--- src/hw/rtl/tcm_pkg.sv ---
`timescale 1ns / 1ps

package tcm_pkg;

  localparam int unsigned CFG_IDX_W = 3;

  typedef enum logic [CFG_IDX_W-1:0] {
    CFG_CAL_MIN   = 3'd0,
    CFG_CAL_MAX   = 3'd1,
    CFG_OUT_MIN   = 3'd2,
    CFG_OUT_MAX   = 3'd3,
    CFG_CURVE_SEL = 3'd4
  } cfg_idx_e;

  localparam logic [7:0] NEUTRAL   = 8'd128;
  localparam logic [7:0] DEAD_BAND = 8'd3;
  localparam logic [7:0] DEAD_LO   = NEUTRAL - DEAD_BAND;
  localparam logic [7:0] DEAD_HI   = NEUTRAL + DEAD_BAND;

  // divisors 127^(e-1) of the power curve
  localparam longint unsigned CurveDen2 = 64'd127;
  localparam longint unsigned CurveDen3 = 64'd16129;
  localparam longint unsigned CurveDen4 = 64'd2048383;

  // output-side settings seen by the back end
  typedef struct packed {
    logic [7:0] out_min;
    logic [7:0] out_max;
    logic [1:0] curve_sel;
    logic       cal_bad;
  } tcm_out_cfg_t;

  // one row: round(d^e / 127^(e-1)) for d = 0..127
  typedef logic [127:0][6:0] curve_row_t;

  function automatic curve_row_t build_curve(int unsigned expo);
    curve_row_t      row;
    longint unsigned num;
    longint unsigned den;
    longint unsigned acc;
    longint unsigned val;
    row = '0;
    case (expo)
      2:       den = CurveDen2;
      3:       den = CurveDen3;
      4:       den = CurveDen4;
      default: den = 64'd1;
    endcase
    for (int d = 0; d < 128; d++) begin
      num = 64'd1;
      for (int unsigned i = 0; i < expo; i++) begin
        num = num * 64'(d);
      end
      // round half up by restoring steps; the quotient fits in seven bits
      acc = 2 * num + den;
      val = 64'd0;
      for (int b = 6; b >= 0; b--) begin
        if (acc >= ((2 * den) << b)) begin
          acc = acc - ((2 * den) << b);
          val = val | (64'd1 << b);
        end
      end
      row[d] = 7'(val);
    end
    return row;
  endfunction

  localparam curve_row_t CURVE_SQ = build_curve(2);
  localparam curve_row_t CURVE_CU = build_curve(3);
  localparam curve_row_t CURVE_QU = build_curve(4);

endpackage

--- src/hw/rtl/throttle_curve_mapper.sv ---
// Pipeline: a sample beat passes the clamp, multiply, eight restoring divider cells
//   and the curve and output stage before its result beat is offered.
// Throughput: one sample per cycle; the divider is a row of one-bit cells.
// Each stage holds its beat under back-pressure; empty stages still fill.
// Reset: asynchronous, active low; empties the pipeline and loads the
//   register defaults (full calibrated range, full output range, quartic).
`timescale 1ns / 1ps

module throttle_curve_mapper #(
  parameter int unsigned ADC_BITS = 12
) (
  input  logic                          clk_i,
  input  logic                          rst_ni,
  input  logic                          s_axis_tvalid,
  output logic                          s_axis_tready,
  input  logic [((ADC_BITS+7)/8)*8-1:0] s_axis_tdata,  // [ADC_BITS-1:0] adc_sample
  output logic                          m_axis_tvalid,
  input  logic                          m_axis_tready,
  output logic [7:0]                    m_axis_tdata,  // [7:0] drive_value
  input  logic                          cfg_valid_i,
  output logic                          cfg_ready_o,
  input  logic [tcm_pkg::CFG_IDX_W-1:0] cfg_index_i,
  input  logic [ADC_BITS-1:0]           cfg_data_i
);
  import tcm_pkg::*;

  localparam int unsigned NumCells = 8;
  localparam logic [ADC_BITS-1:0] CalMaxRst = ADC_BITS'(4095);

  logic [ADC_BITS-1:0] cal_min_q, cal_max_q;
  logic [7:0]          out_min_q, out_max_q;
  logic [1:0]          curve_sel_q;
  logic [ADC_BITS-1:0] range;
  tcm_out_cfg_t        out_cfg;

  logic                cell_valid [NumCells+1];
  logic                cell_ready [NumCells+1];
  logic [ADC_BITS-1:0] cell_rem   [NumCells+1];
  logic [7:0]          cell_low   [NumCells+1];
  logic [7:0]          cell_quo   [NumCells+1];

  assign cfg_ready_o = 1'b1;

  always_ff @(posedge clk_i or negedge rst_ni) begin
    if (!rst_ni) begin
      cal_min_q   <= '0;
      cal_max_q   <= CalMaxRst;
      out_min_q   <= 8'd0;
      out_max_q   <= 8'd255;
      curve_sel_q <= 2'd3;
    end else if (cfg_valid_i) begin
      unique case (cfg_idx_e'(cfg_index_i))
        CFG_CAL_MIN:   cal_min_q   <= cfg_data_i;
        CFG_CAL_MAX:   cal_max_q   <= cfg_data_i;
        CFG_OUT_MIN:   out_min_q   <= cfg_data_i[7:0];
        CFG_OUT_MAX:   out_max_q   <= cfg_data_i[7:0];
        CFG_CURVE_SEL: curve_sel_q <= cfg_data_i[1:0];
        default: ;
      endcase
    end
  end

  assign range             = cal_max_q - cal_min_q;
  assign out_cfg.out_min   = out_min_q;
  assign out_cfg.out_max   = out_max_q;
  assign out_cfg.curve_sel = curve_sel_q;
  assign out_cfg.cal_bad   = cal_max_q <= cal_min_q;

  tcm_front #(
    .ADC_BITS (ADC_BITS)
  ) u_front (
    .clk_i     (clk_i),
    .rst_ni    (rst_ni),
    .valid_i   (s_axis_tvalid),
    .ready_o   (s_axis_tready),
    .sample_i  (s_axis_tdata[ADC_BITS-1:0]),
    .cal_min_i (cal_min_q),
    .cal_max_i (cal_max_q),
    .out_cfg_i (out_cfg),
    .valid_o   (cell_valid[0]),
    .ready_i   (cell_ready[0]),
    .rem_o     (cell_rem[0]),
    .low_o     (cell_low[0])
  );

  assign cell_quo[0] = 8'd0;

  for (genvar k = 0; k < NumCells; k++) begin : g_cell
    tcm_div_cell #(
      .ADC_BITS (ADC_BITS)
    ) u_cell (
      .clk_i   (clk_i),
      .rst_ni  (rst_ni),
      .range_i (range),
      .valid_i (cell_valid[k]),
      .ready_o (cell_ready[k]),
      .rem_i   (cell_rem[k]),
      .low_i   (cell_low[k]),
      .quo_i   (cell_quo[k]),
      .valid_o (cell_valid[k+1]),
      .ready_i (cell_ready[k+1]),
      .rem_o   (cell_rem[k+1]),
      .low_o   (cell_low[k+1]),
      .quo_o   (cell_quo[k+1])
    );
  end

  tcm_back u_back (
    .clk_i     (clk_i),
    .rst_ni    (rst_ni),
    .out_cfg_i (out_cfg),
    .valid_i   (cell_valid[NumCells]),
    .ready_o   (cell_ready[NumCells]),
    .quo_i     (cell_quo[NumCells]),
    .valid_o   (m_axis_tvalid),
    .ready_i   (m_axis_tready),
    .drive_o   (m_axis_tdata)
  );

  // final divider remainder is unused; touch it so every cell output is read
  logic rem_tail_unused;
  assign rem_tail_unused = ^{cell_rem[NumCells], cell_low[NumCells]};

  a_bad_cal_neutral: assert property (@(posedge clk_i) disable iff (!rst_ni)
    (m_axis_tvalid && (cal_max_q <= cal_min_q)) |-> (m_axis_tdata == NEUTRAL))
    else $error("bad calibration must give neutral");

  a_dead_band: assert property (@(posedge clk_i) disable iff (!rst_ni)
    (m_axis_tvalid && (m_axis_tdata >= DEAD_LO) && (m_axis_tdata <= DEAD_HI))
      |-> (m_axis_tdata == NEUTRAL))
    else $error("value inside dead band not snapped");

  a_empty_out_accepts: assert property (@(posedge clk_i) disable iff (!rst_ni)
    !m_axis_tvalid |-> s_axis_tready)
    else $error("input stalled with no result pending");

endmodule

--- src/hw/rtl/tcm_front.sv ---
`timescale 1ns / 1ps

module tcm_front #(
  parameter int unsigned ADC_BITS = 12
) (
  input  logic                  clk_i,
  input  logic                  rst_ni,
  input  logic                  valid_i,
  output logic                  ready_o,
  input  logic [ADC_BITS-1:0]   sample_i,
  input  logic [ADC_BITS-1:0]   cal_min_i,
  input  logic [ADC_BITS-1:0]   cal_max_i,
  input  tcm_pkg::tcm_out_cfg_t out_cfg_i,
  output logic                  valid_o,
  input  logic                  ready_i,
  output logic [ADC_BITS-1:0]   rem_o,
  output logic [7:0]            low_o
);
  import tcm_pkg::*;

  localparam int unsigned ProdW = ADC_BITS + 8;

  logic                valid1_q, valid2_q;
  logic                ready1, ready2;
  logic [ADC_BITS-1:0] clamp;
  logic [ADC_BITS-1:0] offs_d, offs_q;
  logic [7:0]          span;
  logic [ProdW-1:0]    prod_d, prod_q;

  assign ready2  = !valid2_q || ready_i;
  assign ready1  = !valid1_q || ready2;
  assign ready_o = ready1;

  always_comb begin
    clamp = sample_i;
    if (clamp < cal_min_i) clamp = cal_min_i;
    if (clamp > cal_max_i) clamp = cal_max_i;
    offs_d = clamp - cal_min_i;
  end

  always_comb begin
    if (out_cfg_i.out_max >= out_cfg_i.out_min) begin
      span = out_cfg_i.out_max - out_cfg_i.out_min;
    end else begin
      span = out_cfg_i.out_min - out_cfg_i.out_max;
    end
    prod_d = ProdW'(offs_q) * ProdW'(span);
  end

  always_ff @(posedge clk_i or negedge rst_ni) begin
    if (!rst_ni) begin
      valid1_q <= 1'b0;
      valid2_q <= 1'b0;
    end else begin
      if (ready1) valid1_q <= valid_i;
      if (ready2) valid2_q <= valid1_q;
    end
  end

  always_ff @(posedge clk_i) begin
    if (ready1 && valid_i) offs_q <= offs_d;
    if (ready2 && valid1_q) prod_q <= prod_d;
  end

  // product stays below range * 256, so the top part is already below range
  assign valid_o = valid2_q;
  assign rem_o   = prod_q[ProdW-1:8];
  assign low_o   = prod_q[7:0];

endmodule

--- src/hw/rtl/tcm_div_cell.sv ---
`timescale 1ns / 1ps

module tcm_div_cell #(
  parameter int unsigned ADC_BITS = 12
) (
  input  logic                clk_i,
  input  logic                rst_ni,
  input  logic [ADC_BITS-1:0] range_i,
  input  logic                valid_i,
  output logic                ready_o,
  input  logic [ADC_BITS-1:0] rem_i,
  input  logic [7:0]          low_i,
  input  logic [7:0]          quo_i,
  output logic                valid_o,
  input  logic                ready_i,
  output logic [ADC_BITS-1:0] rem_o,
  output logic [7:0]          low_o,
  output logic [7:0]          quo_o
);

  logic                valid_q;
  logic [ADC_BITS:0]   trial;
  logic [ADC_BITS:0]   diff;
  logic                take;
  logic [ADC_BITS-1:0] rem_d, rem_q;
  logic [7:0]          low_q, quo_q;

  assign ready_o = !valid_q || ready_i;

  // one restoring step: bring down the next numerator bit
  always_comb begin
    trial = {rem_i, low_i[7]};
    diff  = trial - {1'b0, range_i};
    take  = trial >= {1'b0, range_i};
    rem_d = take ? diff[ADC_BITS-1:0] : trial[ADC_BITS-1:0];
  end

  always_ff @(posedge clk_i or negedge rst_ni) begin
    if (!rst_ni) begin
      valid_q <= 1'b0;
    end else if (ready_o) begin
      valid_q <= valid_i;
    end
  end

  always_ff @(posedge clk_i) begin
    if (ready_o && valid_i) begin
      rem_q <= rem_d;
      low_q <= {low_i[6:0], 1'b0};
      quo_q <= {quo_i[6:0], take};
    end
  end

  assign valid_o = valid_q;
  assign rem_o   = rem_q;
  assign low_o   = low_q;
  assign quo_o   = quo_q;

endmodule

--- src/hw/rtl/tcm_back.sv ---
`timescale 1ns / 1ps

module tcm_back (
  input  logic                  clk_i,
  input  logic                  rst_ni,
  input  tcm_pkg::tcm_out_cfg_t out_cfg_i,
  input  logic                  valid_i,
  output logic                  ready_o,
  input  logic [7:0]            quo_i,
  output logic                  valid_o,
  input  logic                  ready_i,
  output logic [7:0]            drive_o
);
  import tcm_pkg::*;

  logic       valid_q;
  logic [7:0] lin;
  logic [6:0] delta;
  logic [6:0] lift;
  logic [7:0] curved;
  logic [7:0] drive_d, drive_q;

  assign ready_o = !valid_q || ready_i;

  always_comb begin
    if (out_cfg_i.out_max >= out_cfg_i.out_min) begin
      lin = out_cfg_i.out_min + quo_i;
    end else begin
      lin = out_cfg_i.out_min - quo_i;
    end
    delta = lin[6:0];  // lin - 128 when above neutral
    case (out_cfg_i.curve_sel)
      2'd0:    lift = delta;
      2'd1:    lift = CURVE_SQ[delta];
      2'd2:    lift = CURVE_CU[delta];
      2'd3:    lift = CURVE_QU[delta];
      default: lift = delta;
    endcase
    curved = (lin > NEUTRAL) ? {1'b1, lift} : lin;
    if (out_cfg_i.cal_bad || (curved >= DEAD_LO && curved <= DEAD_HI)) begin
      drive_d = NEUTRAL;
    end else begin
      drive_d = curved;
    end
  end

  always_ff @(posedge clk_i or negedge rst_ni) begin
    if (!rst_ni) begin
      valid_q <= 1'b0;
    end else if (ready_o) begin
      valid_q <= valid_i;
    end
  end

  always_ff @(posedge clk_i) begin
    if (ready_o && valid_i) drive_q <= drive_d;
  end

  assign valid_o = valid_q;
  assign drive_o = drive_q;

endmodule

--- config.mk ---
export PLATFORM = sky130hd
export DESIGN_NAME = throttle_curve_mapper
export DESIGN_NICKNAME = d
export VERILOG_FILES = /design/src/hw/rtl/tcm_pkg.sv /design/src/hw/rtl/throttle_curve_mapper.sv /design/src/hw/rtl/tcm_front.sv /design/src/hw/rtl/tcm_div_cell.sv /design/src/hw/rtl/tcm_back.sv
export SDC_FILE = /design/constraint.sdc
export NUM_CORES = 1
export LEC_CHECK = 0
export BUFFER_PORTS_ARGS = -buffer_cell sky130_fd_sc_hd__buf_4
export CORE_MARGIN = 1.5
export CORE_UTILIZATION = 65
export DETAILED_ROUTE_END_ITERATION = 16
export GPL_TIMING_DRIVEN = 0
export PLACE_DENSITY = 0.9
export SLEW_MARGIN = 15
export SYNTH_ARGS = -nofsm -noshare
export SYNTH_HDL_FRONTEND = slang
export SYNTH_SLANG_ARGS = --single-unit
--- constraint.sdc ---
create_clock -name clk_i -period 7.7 [get_ports clk_i]
set_input_delay 1.925 -clock clk_i [delete_from_list [all_inputs] [get_ports clk_i]]
set_output_delay 1.925 -clock clk_i [all_outputs]
set_load 0.01 [all_outputs]
* After elaboration in Yosys (flattened, before gate mapping)
Memory sizes are Yosys's and may differ from the RTL's.
Index checks and enable logic that the tools add are counted.
W data, S select, Z words.
** Cells by class
- Add/sub/neg operators :: 13
- Multipliers :: 1
- $lt $le $gt $ge :: 16
- Equality and inequality tests :: 7
- Mux-type cells :: 16
- Reduce and logical (&&, ||, !) cells :: 42
** Operator list (count)
- $mux W12 :: 9
- $sub A12 B12 Y12 :: 9
- $ge A13 B12 Y1 :: 8
- $pmux W7 S4 :: 1
- $mux W8 :: 3
- $sub A8 B8 Y8 :: 3
- $mux W7 :: 3
- $mul A12 B8 Y20 :: 1
- $gt A12 B12 Y1 :: 1
- $le A12 B12 Y1 :: 1
- $logic_and A1 B1 Y1 :: 12
- $logic_or A1 B1 Y1 :: 12
- $lt A12 B12 Y1 :: 1
- $logic_not A1 Y1 :: 11
- $reduce_and A2 Y1 :: 5
- $add A8 B8 Y8 :: 1
- $ge A8 B7 Y1 const B :: 1
- $ge A8 B8 Y1 :: 1
- $gt A8 B8 Y1 const B :: 1
- $le A8 B8 Y1 const B :: 1
- $lt A7 B8 Y1 const B :: 1
- $eq A3 B2 Y1 const B :: 2
- $eq A2 B2 Y1 const B :: 2
- $eq A3 B1 Y1 const B :: 1
- other kinds (4) :: 4
** Word-level totals
- Bits in registers :: 241
- Bits in read-only memories :: 2688
- Memories :: 3
** Memory list
- (name not given) :: words 128, width 7, read ports 1, clocked after Yosys merged registers in 0, wr ports 0, line tcm_back.sv:34 : 2'd1: lift = CURVE_SQ[delta];
- (name not given) :: words 128, width 7, read ports 1, clocked after Yosys merged registers in 0, wr ports 0, line tcm_back.sv:35 : 2'd2: lift = CURVE_CU[delta];
- (name not given) :: words 128, width 7, read ports 1, clocked after Yosys merged registers in 0, wr ports 0, line tcm_back.sv:36 : 2'd3: lift = CURVE_QU[delta];

* Logic depth before layout (Yosys ltp)
Gate-level depths: netlist of the first run.
- Word-level depth :: 13
- Mapped depth :: 32
- Gate-level depth less buffers :: 31

* By module
A second synthesis of the first run with hierarchy kept.
** Second synthesis, totals
- Cells, all modules :: 2519
- Area, all modules :: 25612.1 um^2
** By module, submodules not included
- tcm_div_cell at g_cell[0].u_cell ... :: instances 7, cells each 141, area each 1721.7 um^2, sequential area each 835.8 um^2
- tcm_front :: instances 1, cells each 668, area each 6113.4 um^2, sequential area each 1011.0 um^2
- tcm_back :: instances 1, cells each 516, area each 3489.6 um^2, sequential area each 265.3 um^2
- throttle_curve_mapper :: instances 1, cells each 208, area each 2289.7 um^2, sequential area each 1078.5 um^2
- tcm_div_cell at g_cell[1].u_cell :: instances 1, cells each 140, area each 1667.8 um^2, sequential area each 835.8 um^2

* Worst setup path before layout of the first run
OpenSTA, ideal clock, no wires.
- Kind :: input to register
- From :: in s_axis_tdata[1]
- To :: reg u_front.offs_q[10] (data pin)
- Arrival time :: 6796 ps
- Data required time :: 7442 ps
- Slack :: 647 ps
- Cell stages on the path :: 27
- Path through :: ha_1 -> a21o_1 -> a21oi_1 -> o21ai_0 -> a21oi_1 -> o211ai_1 -> a21o_1 -> clkbuf_1 -> mux2_2 -> ha_1 -> nand4_1 -> or2_2 -> nor2_1 -> o22a_1 -> clkbuf_1 -> a21oi_1 -> fa_1 -> a21o_1 -> a21oi_1 -> o21ai_0 -> a21oi_1 -> nor2b_1 -> o21a_1 -> o21ai_0 -> nand2b_1 -> a21oi_1 -> xnor2_1
** On the way
- Longest elaborated chain between the ends :: 5
** RTL lines
- start, declared :: line throttle_curve_mapper.sv:16 : input logic [((ADC_BITS+7)/8)*8-1:0] s_axis_tdata,
- $lt A12 B12 Y1 :: line tcm_front.sv:36 : if (clamp < cal_min_i) clamp = cal_min_i;
- $mux W12 (*) :: line tcm_front.sv:36
- $gt A12 B12 Y1 :: line tcm_front.sv:37 : if (clamp > cal_max_i) clamp = cal_max_i;
- $mux W12 (*) :: line tcm_front.sv:37
- $sub A12 B12 Y12 (*) :: line tcm_front.sv:38 : offs_d = clamp - cal_min_i;
- via u_front.offs_d[10] :: line tcm_front.sv:26 : logic [ADC_BITS-1:0] offs_d, offs_q;
- end signal, assigned :: line tcm_front.sv:61 : if (ready1 && valid_i) offs_q <= offs_d;
- end, declared :: line tcm_front.sv:26
The timed path passes the listed nets; every way through them passes the cells marked *.
A chain may end at the register's enable or synchronous reset.

* Worst setup path in the final report of the first run
- From :: reg out_max_q[2]
- To :: reg u_front.prod_q[19] (data pin)
** On the way
- Longest elaborated chain between the ends :: 3
- Elaborated cells between the ends (all ways) :: 5
- Classes of those cells :: add/sub: 2; mul: 1; order compare: 1; mux: 1
** RTL lines
- start, declared :: line throttle_curve_mapper.sv:31 : logic [7:0] out_min_q, out_max_q;
- start signal, assigned :: line throttle_curve_mapper.sv:56 : CFG_OUT_MAX: out_max_q <= cfg_data_i[7:0];
- $sub A8 B8 Y8, or another cell as far along :: line tcm_front.sv:45 : span = out_cfg_i.out_min - out_cfg_i.out_max;
- $mux W8 (*) :: line tcm_front.sv:42 : if (out_cfg_i.out_max >= out_cfg_i.out_min) begin
- $mul A12 B8 Y20 (*) :: line tcm_front.sv:47 : prod_d = ProdW'(offs_q) * ProdW'(span);
- via u_front.prod_d[19] :: line tcm_front.sv:28 : logic [ProdW-1:0] prod_d, prod_q;
- end signal, assigned :: line tcm_front.sv:62 : if (ready2 && valid1_q) prod_q <= prod_d;
- end, declared :: line tcm_front.sv:28
Marks and branches as above.

==> metrics, run 1 <==
Clock Pin Slew Worst Setup and Hold Paths 0.07 ns; DRT iter0 DRCs around 2,000; area grow syn2layout 10.0%; non-filler cells, final 2,710; largest net degree at the start of global routing 54; type of origin of the critical path flip-flop; Critical Path RT 8.00 ns; I/O pin count 47; CP Capture Type flip-flop; Setup CP Type flip-flop to flip-flop; cts bufs inserted 27; I/O Buffers 41; status completed; RSZ-0062 raised after global routing yes; Die Footprint 32,900 sq um; vias in the first global route 18,174; Post-DP Area 21,600 sq um; Seq/Total Area, Yosys 33.9%; Design Area, Final between 20,000 and 25,000 sq um; Cell variety after synth 89; Yosys warnings 0; Avg Synthesized Cell Area ~9.4 sq um; reg-to-reg critical path endpoint u_front.prod_q[19]; initial antenna violation count 1; Skew-Pair Late Insertion Delay 0.57 ns; dpl cells 2,653; FF+latch count, synth 241; HPWL after detailed placement 44,200 um; Hold Crit Start g_cell[1].u_cell.low_o[4]; final design utilization 72.4%; Worst-Margin Slew 0.985 ns; Cell Area, Synth 20,700 sq um; Tmin final ~7.7 ns; # fillers around 2,100; Placeable Area 31,400 sq um; DIE HEIGHT 181 um; type of the worst min-delay path flip-flop to flip-flop; Critical Path Source out_max_q[2]; post-synthesis net count 2,528; final setup fails 0; WHS 0.405 ns; Crit path arrival time 7.96 ns; CTS max path bufs 3; CTS root buffer clkbuf_16; # rows between 60 and 70; async set or reset register ratio after synthesis 22.0%; TritonCTS clock tree built; Mapped Cells about 2,200; Vias/cell 6.63; Reg2Reg Depth 26; worst rel slew slack approximately 34%; drt drc 0; hold buffers post-CTS 0; vias 17,960; Die W 181 um; R2R Path Start out_max_q[2]; EDFF count, synth ~190; Sink Count 241; layout cell share with drive strength beyond 1 10.7%; final wirelength 60,500 um; Remaining Overflow, GRT 0; remaining antenna violation count 0; fin. max-slew vios 0; FMAX around 130 MHz; Worst Path Max Fanout 8; Hold Violations, Final 0; Setup crit end u_front.prod_q[19]; H-tree depth 1; Final period util 99.5%; drt first pass iters 6; Nets 2,611; Starting Density 65.8%; Clock Skews 0.0229 ns; Main synth FF type edfxtp_1; reg-to-reg slack, setup 0.04 ns; first-pass GRT wire length between 90,000 and 100,000 um; routability congestion estimate approximately 0.98; wire per inst about 22 um; max_cap viols 0; global-route usage over all layers 36.7%; number of diodes 0
## cells in the mapped netlist (all sizes together), types with 4 or more instances
library cell  instances  share of area (%)
a22oi                 5               0.18
dfrtp                31                3.8
o211ai               18               0.65
nor2                128                2.4
dfstp                22                2.8
mux2                 35                1.9
ha                  216                 13
nor4                 11               0.36
a311oi                4               0.17
clkbuf               43               0.78
o31a                  9               0.38
o21ai               162                3.9
nand2               253                4.6
nand2b               25               0.76
o21a                 33                1.2
a21boi               15               0.55
a211o                 6               0.25
o22ai                12               0.36
o311ai                4               0.17
o2111ai              10               0.45
xnor2                66                3.0
a211oi               17               0.64
or2                   9               0.27
xor2                 27                1.1
a21o                 41                1.5
a2111oi              13               0.64
mux2i                18               0.87
a21oi               128                3.2
fa                   72                7.0
or3                  14               0.42
nor2b                33                1.0
nor3                 49                1.2
buf                  36               0.98
a31oi                11               0.33
edfxtp              188                 27
nand3                26               0.63
nand4                37                1.1
nand3b                4               0.15
a221oi                4               0.17
o31ai                35                1.3
and2                 65                2.0
inv                 208                3.8
o21bai               10               0.36
## cell usage in the layout (no fill, tap or decap), types with 49 or more instances in the layout
| cell type | count |
|---|---|
| o21ai_0 | 157 |
| a21oi_1 | 124 |
| xnor2_1 | 56 |
| ha_1 | 216 |
| nand2_1 | 253 |
| fa_1 | 72 |
| nor2_1 | 127 |
| buf_4 | 57 |
| and2_1 | 64 |
| nor3_1 | 49 |
| edfxtp_1 | 188 |
| inv_1 | 206 |
## state kept, by name, indices dropped and copies added (netlist names)
register and cells:
g_cell.u_cell.rem_o 84, g_cell.u_cell.quo_o 36, g_cell.u_cell.low_o 28, u_front.prod_q 20
cal_max_q 12, cal_min_q 12, u_front.offs_q 12, g_cell.u_cell.valid_o 8
out_max_q 8, out_min_q 8, u_back.drive_o 8, curve_sel_q 2
u_back.valid_o 1, u_front.valid1_q 1, u_front.valid_o 1
## metrics by stage
| stage | worst slack [ns] | setup TNS (ns) |
|---|---|---|
| after floorplan | 0.647 | 0 |
| after global placement | -0.249 | -0.482 |
| after detailed placement | -0.395 | -1.10 |
| after CTS | 0.0192 | 0 |
| after global routing | -0.262 | -0.716 |
| final | 0.0413 | 0 |
## cells by family (layout without fill, tap and decap cells)
| family | count (synthesis) | count (layout) | synth area share [%] |
|---|---|---|---|
| AO/OA/AOI/OAI | 569 | 569 | 17.9 |
| AND/OR/NAND/NOR | 670 | 670 | 15.5 |
| XOR/XNOR | 93 | 93 | 4.16 |
| flip-flops | 241 | 241 | 33.9 |
| adder cells (fa/ha/maj) | 288 | 288 | 20.1 |
| buffers and inverters | 288 | 392 | 5.56 |
| other | 1 | 1 | 0.0182 |
| multiplexers | 54 | 54 | 2.89 |
## repair_timing
action                                 4_1_cts  5_1_grt
endpoints found under the hold margin        0        0
resized for setup                            0       33
setup buffers                                0        7
setup endpoints to repair                    2       12
pin swaps                                    1        3
## layer usage
layer	up-vias	part of all wire (%)	wire, um	track usage (%)
met1	8558	37	22600	45.0
met4	2	6.2	3770	20.8
met2	1054	47	28600	61.2
met5	-	0.020	12	0
met3	285	9.1	5530	6.57
li1	8061	-	-	-
## worst max-delay path, stage by stage (launching register included)
cell and delay, ns:
dfstp_2 0.57, inv_1 0.06, ha_1 0.40, and4_1 0.25, a2111oi_2 0.07, o41ai_4 0.71
buf_4 0.24, mux2i_1 0.29, nand2_1 0.13, a21oi_2 0.19, xnor2_2 0.12, buf_4 0.18
and2_1 0.18, fa_1 0.56, fa_1 0.47, fa_1 0.55, inv_1 0.05, fa_1 0.53
inv_1 0.06, ha_1 0.37, a21o_1 0.20, a31o_2 0.22, a41oi_1 0.25, a21oi_1 0.16
a211o_1 0.29, a21oi_1 0.17, xnor2_1 0.12
## cell type report
type / count / area [sq um] / share of cell area (%)
clock inverter: 19 / 305 / 1.34
buffer: 79 / 388 / 1.71
clock buffer: 31 / 711 / 3.13
tap: 402 / 503 / 2.21
inverter: 209 / 785 / 3.45
multi-input combinational: 1675 / 12600 / 55.5
sequential: 241 / 7000 / 30.8
timing repair buffer: 54 / 432 / 1.90
## how the worst min path moves through the flow
stage,endpoint,slack (ns),cells past startpoint
after global routing,g_cell[4].u_cell.quo_o[2],0.40,0
after CTS,g_cell[2].u_cell.low_o[5],0.41,0
after floorplan,g_cell[0].u_cell.low_o[1],0.40,0
final,g_cell[2].u_cell.low_o[5],0.41,0
after global placement,g_cell[5].u_cell.low_o[6],0.40,0
after detailed placement,g_cell[1].u_cell.low_o[3],0.40,0
Power of run 1 is not shown: default switching activity piles up to over one toggle a cycle in this logic, so the estimate is an artifact.
==> inputs of run 2 (changes only) <==
Settings changed: CORE_ASPECT_RATIO set to 0.5.
==> run 2 against run 1 <==
Compared with the run above: count of clock-buffer cells in the layout fell by 6; highest routed layer unchanged; clock skew fell by 0.0079 ns; cell area fell by 0.58%; first-iteration DRC count rose by 11%; maximum frequency rose by 1.6%; critical path depth rose by 2; worst hold slack improved by 0.013 ns.
==> metrics, run 2 (synthesis gave the netlist of run 1 again) <==
worst rel slew slack 30.1%; Starting Density between 60 and 70%; final worst slack 0.159 ns; initial antenna violation count 3; wire per inst 22.8 um; drt first pass iters 6; I/O pin count 47; Hold Crit Start g_cell[3].u_cell.low_o[6]; type of origin of the critical path flip-flop; Sink Count 241; R2R Path Start out_max_q[0]; Worst path max stage delay 0.57 ns; HPWL after detailed placement 43,300 um; Worst-Margin Slew 1.03 ns; Reg2Reg Depth 28; hold endpoint g_cell[4].u_cell.low_o[7]; layout cell share with drive strength beyond 1 10.6%; most used cell, CP fa_1; Crit path arrival time 7.83 ns; status completed; Setup CP Type flip-flop to flip-flop; vias in the first global route 18,077; fin. max-slew vios 0; area grow syn2layout 9.40%; global-route usage over all layers 37.2%; H-tree depth 1; area of the multi-input gates approximately 13,000 sq um; final wirelength 62,000 um; commonest non-fill, non-tap cells in the layout nand2_1, ha_1, inv_1, edfxtp_1, o21ai_0; remaining antenna violation count 0; # fillers between 1,500 and 2,000; # rows 45; reg-to-reg critical path endpoint u_front.prod_q[19]; Worst Path Max Fanout 10; max_cap viols 0; slowest CP cell o41ai_4; CTS root buffer clkbuf_16; routability congestion estimate 1.04; Clock Skews 0.0151 ns; Skew-Pair Late Insertion Delay 0.55 ns; Nets roughly 2,600; Remaining Overflow, GRT 0; reg-to-reg slack, setup 0.16 ns; FMAX 133 MHz; DRT iter0 DRCs ~2,200; first-pass GRT wire length 95,300 um; Final period util a little over nine tenths; DP Worst Slack -0.370 ns; hold path cells 0; Hold Violations, Final 0; commonest non-fill, non-tap cell in the layout nand2_1; Tmin final 7.54 ns; vias 18,379; Placeable Area 30,800 sq um; Vias/cell 6.76; Clock Pin Slew Worst Setup and Hold Paths 0.07 ns; largest net degree at the start of global routing 54; Largest register FFs 84; Die W 255 um; final setup fails 0; CTS max path bufs 3; type of the worst min-delay path flip-flop to flip-flop; CP Capture Type flip-flop; TritonCTS clock tree built; I/O Buffers between 40 and 50; drt drc 0; register area 7000 sq um; Die Footprint 32,900 sq um; DIE HEIGHT 129 um; cts bufs inserted 23; Critical Path RT 7.98 ns
==> run 2: cell count changes in the layout (fill, tap and decap cells not counted), sizes merged <==
cell	change
clkinvlp	+3
inv	+2
bufinv	-4
buf	-5
clkbuf	-7
diode	+2
clkinv	-3
==> run 2: final cells by class <==
type / instances / area share (%)
inverter: 209 / 3.47
timing repair buffer: 48 / 1.66
buffer: 79 / 1.76
clock buffer: 25 / 2.67
sequential: 241 / 31.0
clock inverter: 17 / 0.831
multi-input combinational: 1675 / 56.3
tap: 423 / 2.34
antenna: 2 / 0.0221
==> run 2: through the flow <==
stage	hold slack [ns]	setup TNS, ns	area (sq um)	instances	util [%]
finish	0.419	0	22600	2719	73.4
global route	0.423	-0.247	22600	2719	73.4
CTS	0.420	0	22400	2717	72.8
detailed placement	0.405	-1.56	21600	2672	70.1
global placement	0.402	-0.496	21500	2668	69.8
floorplan	0.400	0	20700	2204	-
==> run 2: worst max path at each step <==
stage                               start  slack, ns            endpoint  cells after the start
after floorplan           s_axis_tdata[1]       0.65  u_front.offs_q[10]                     27
after global placement    s_axis_tdata[1]      -0.14  u_front.offs_q[10]                     28
after detailed placement  s_axis_tdata[1]      -0.37  u_front.offs_q[11]                     29
after global routing         out_max_q[0]      -0.11  u_front.prod_q[19]                     28
after CTS                    out_min_q[0]       0.02  u_front.prod_q[19]                     28
final                        out_max_q[0]       0.16  u_front.prod_q[19]                     28
==> run 2: worst max-delay path, delay by kind of cell (launching register included) <==
family,cells,cell delay (ns)
compound gates,11,2.57
simple gates,3,0.33
xor+xnor,2,0.34
fa+ha+maj,7,2.84
flops,1,0.56
buf+inv,5,0.64
==> run 2: timing repair <==
item | in CTS | in global routing
buffers inserted | 3 | 0
hold buffers | 0 | 0
resized for setup | 5 | 47
endpoints found under the setup margin | 4 | 13
pin swaps | 1 | 2
==> run 2: layer usage <==
| layer | vias to the layer above | track usage (%) | part of all wire [%] |
|---|---|---|---|
| met3 | 355 | 8.18 | 10 |
| met1 | 8692 | 45.2 | 36 |
| li1 | 8039 | - | - |
| met2 | 1291 | 61.4 | 46 |
| met4 | 2 | 23.4 | 7.1 |
| met5 | - | 0 | 0.024 |
Power of run 2 is left out for the same reason.
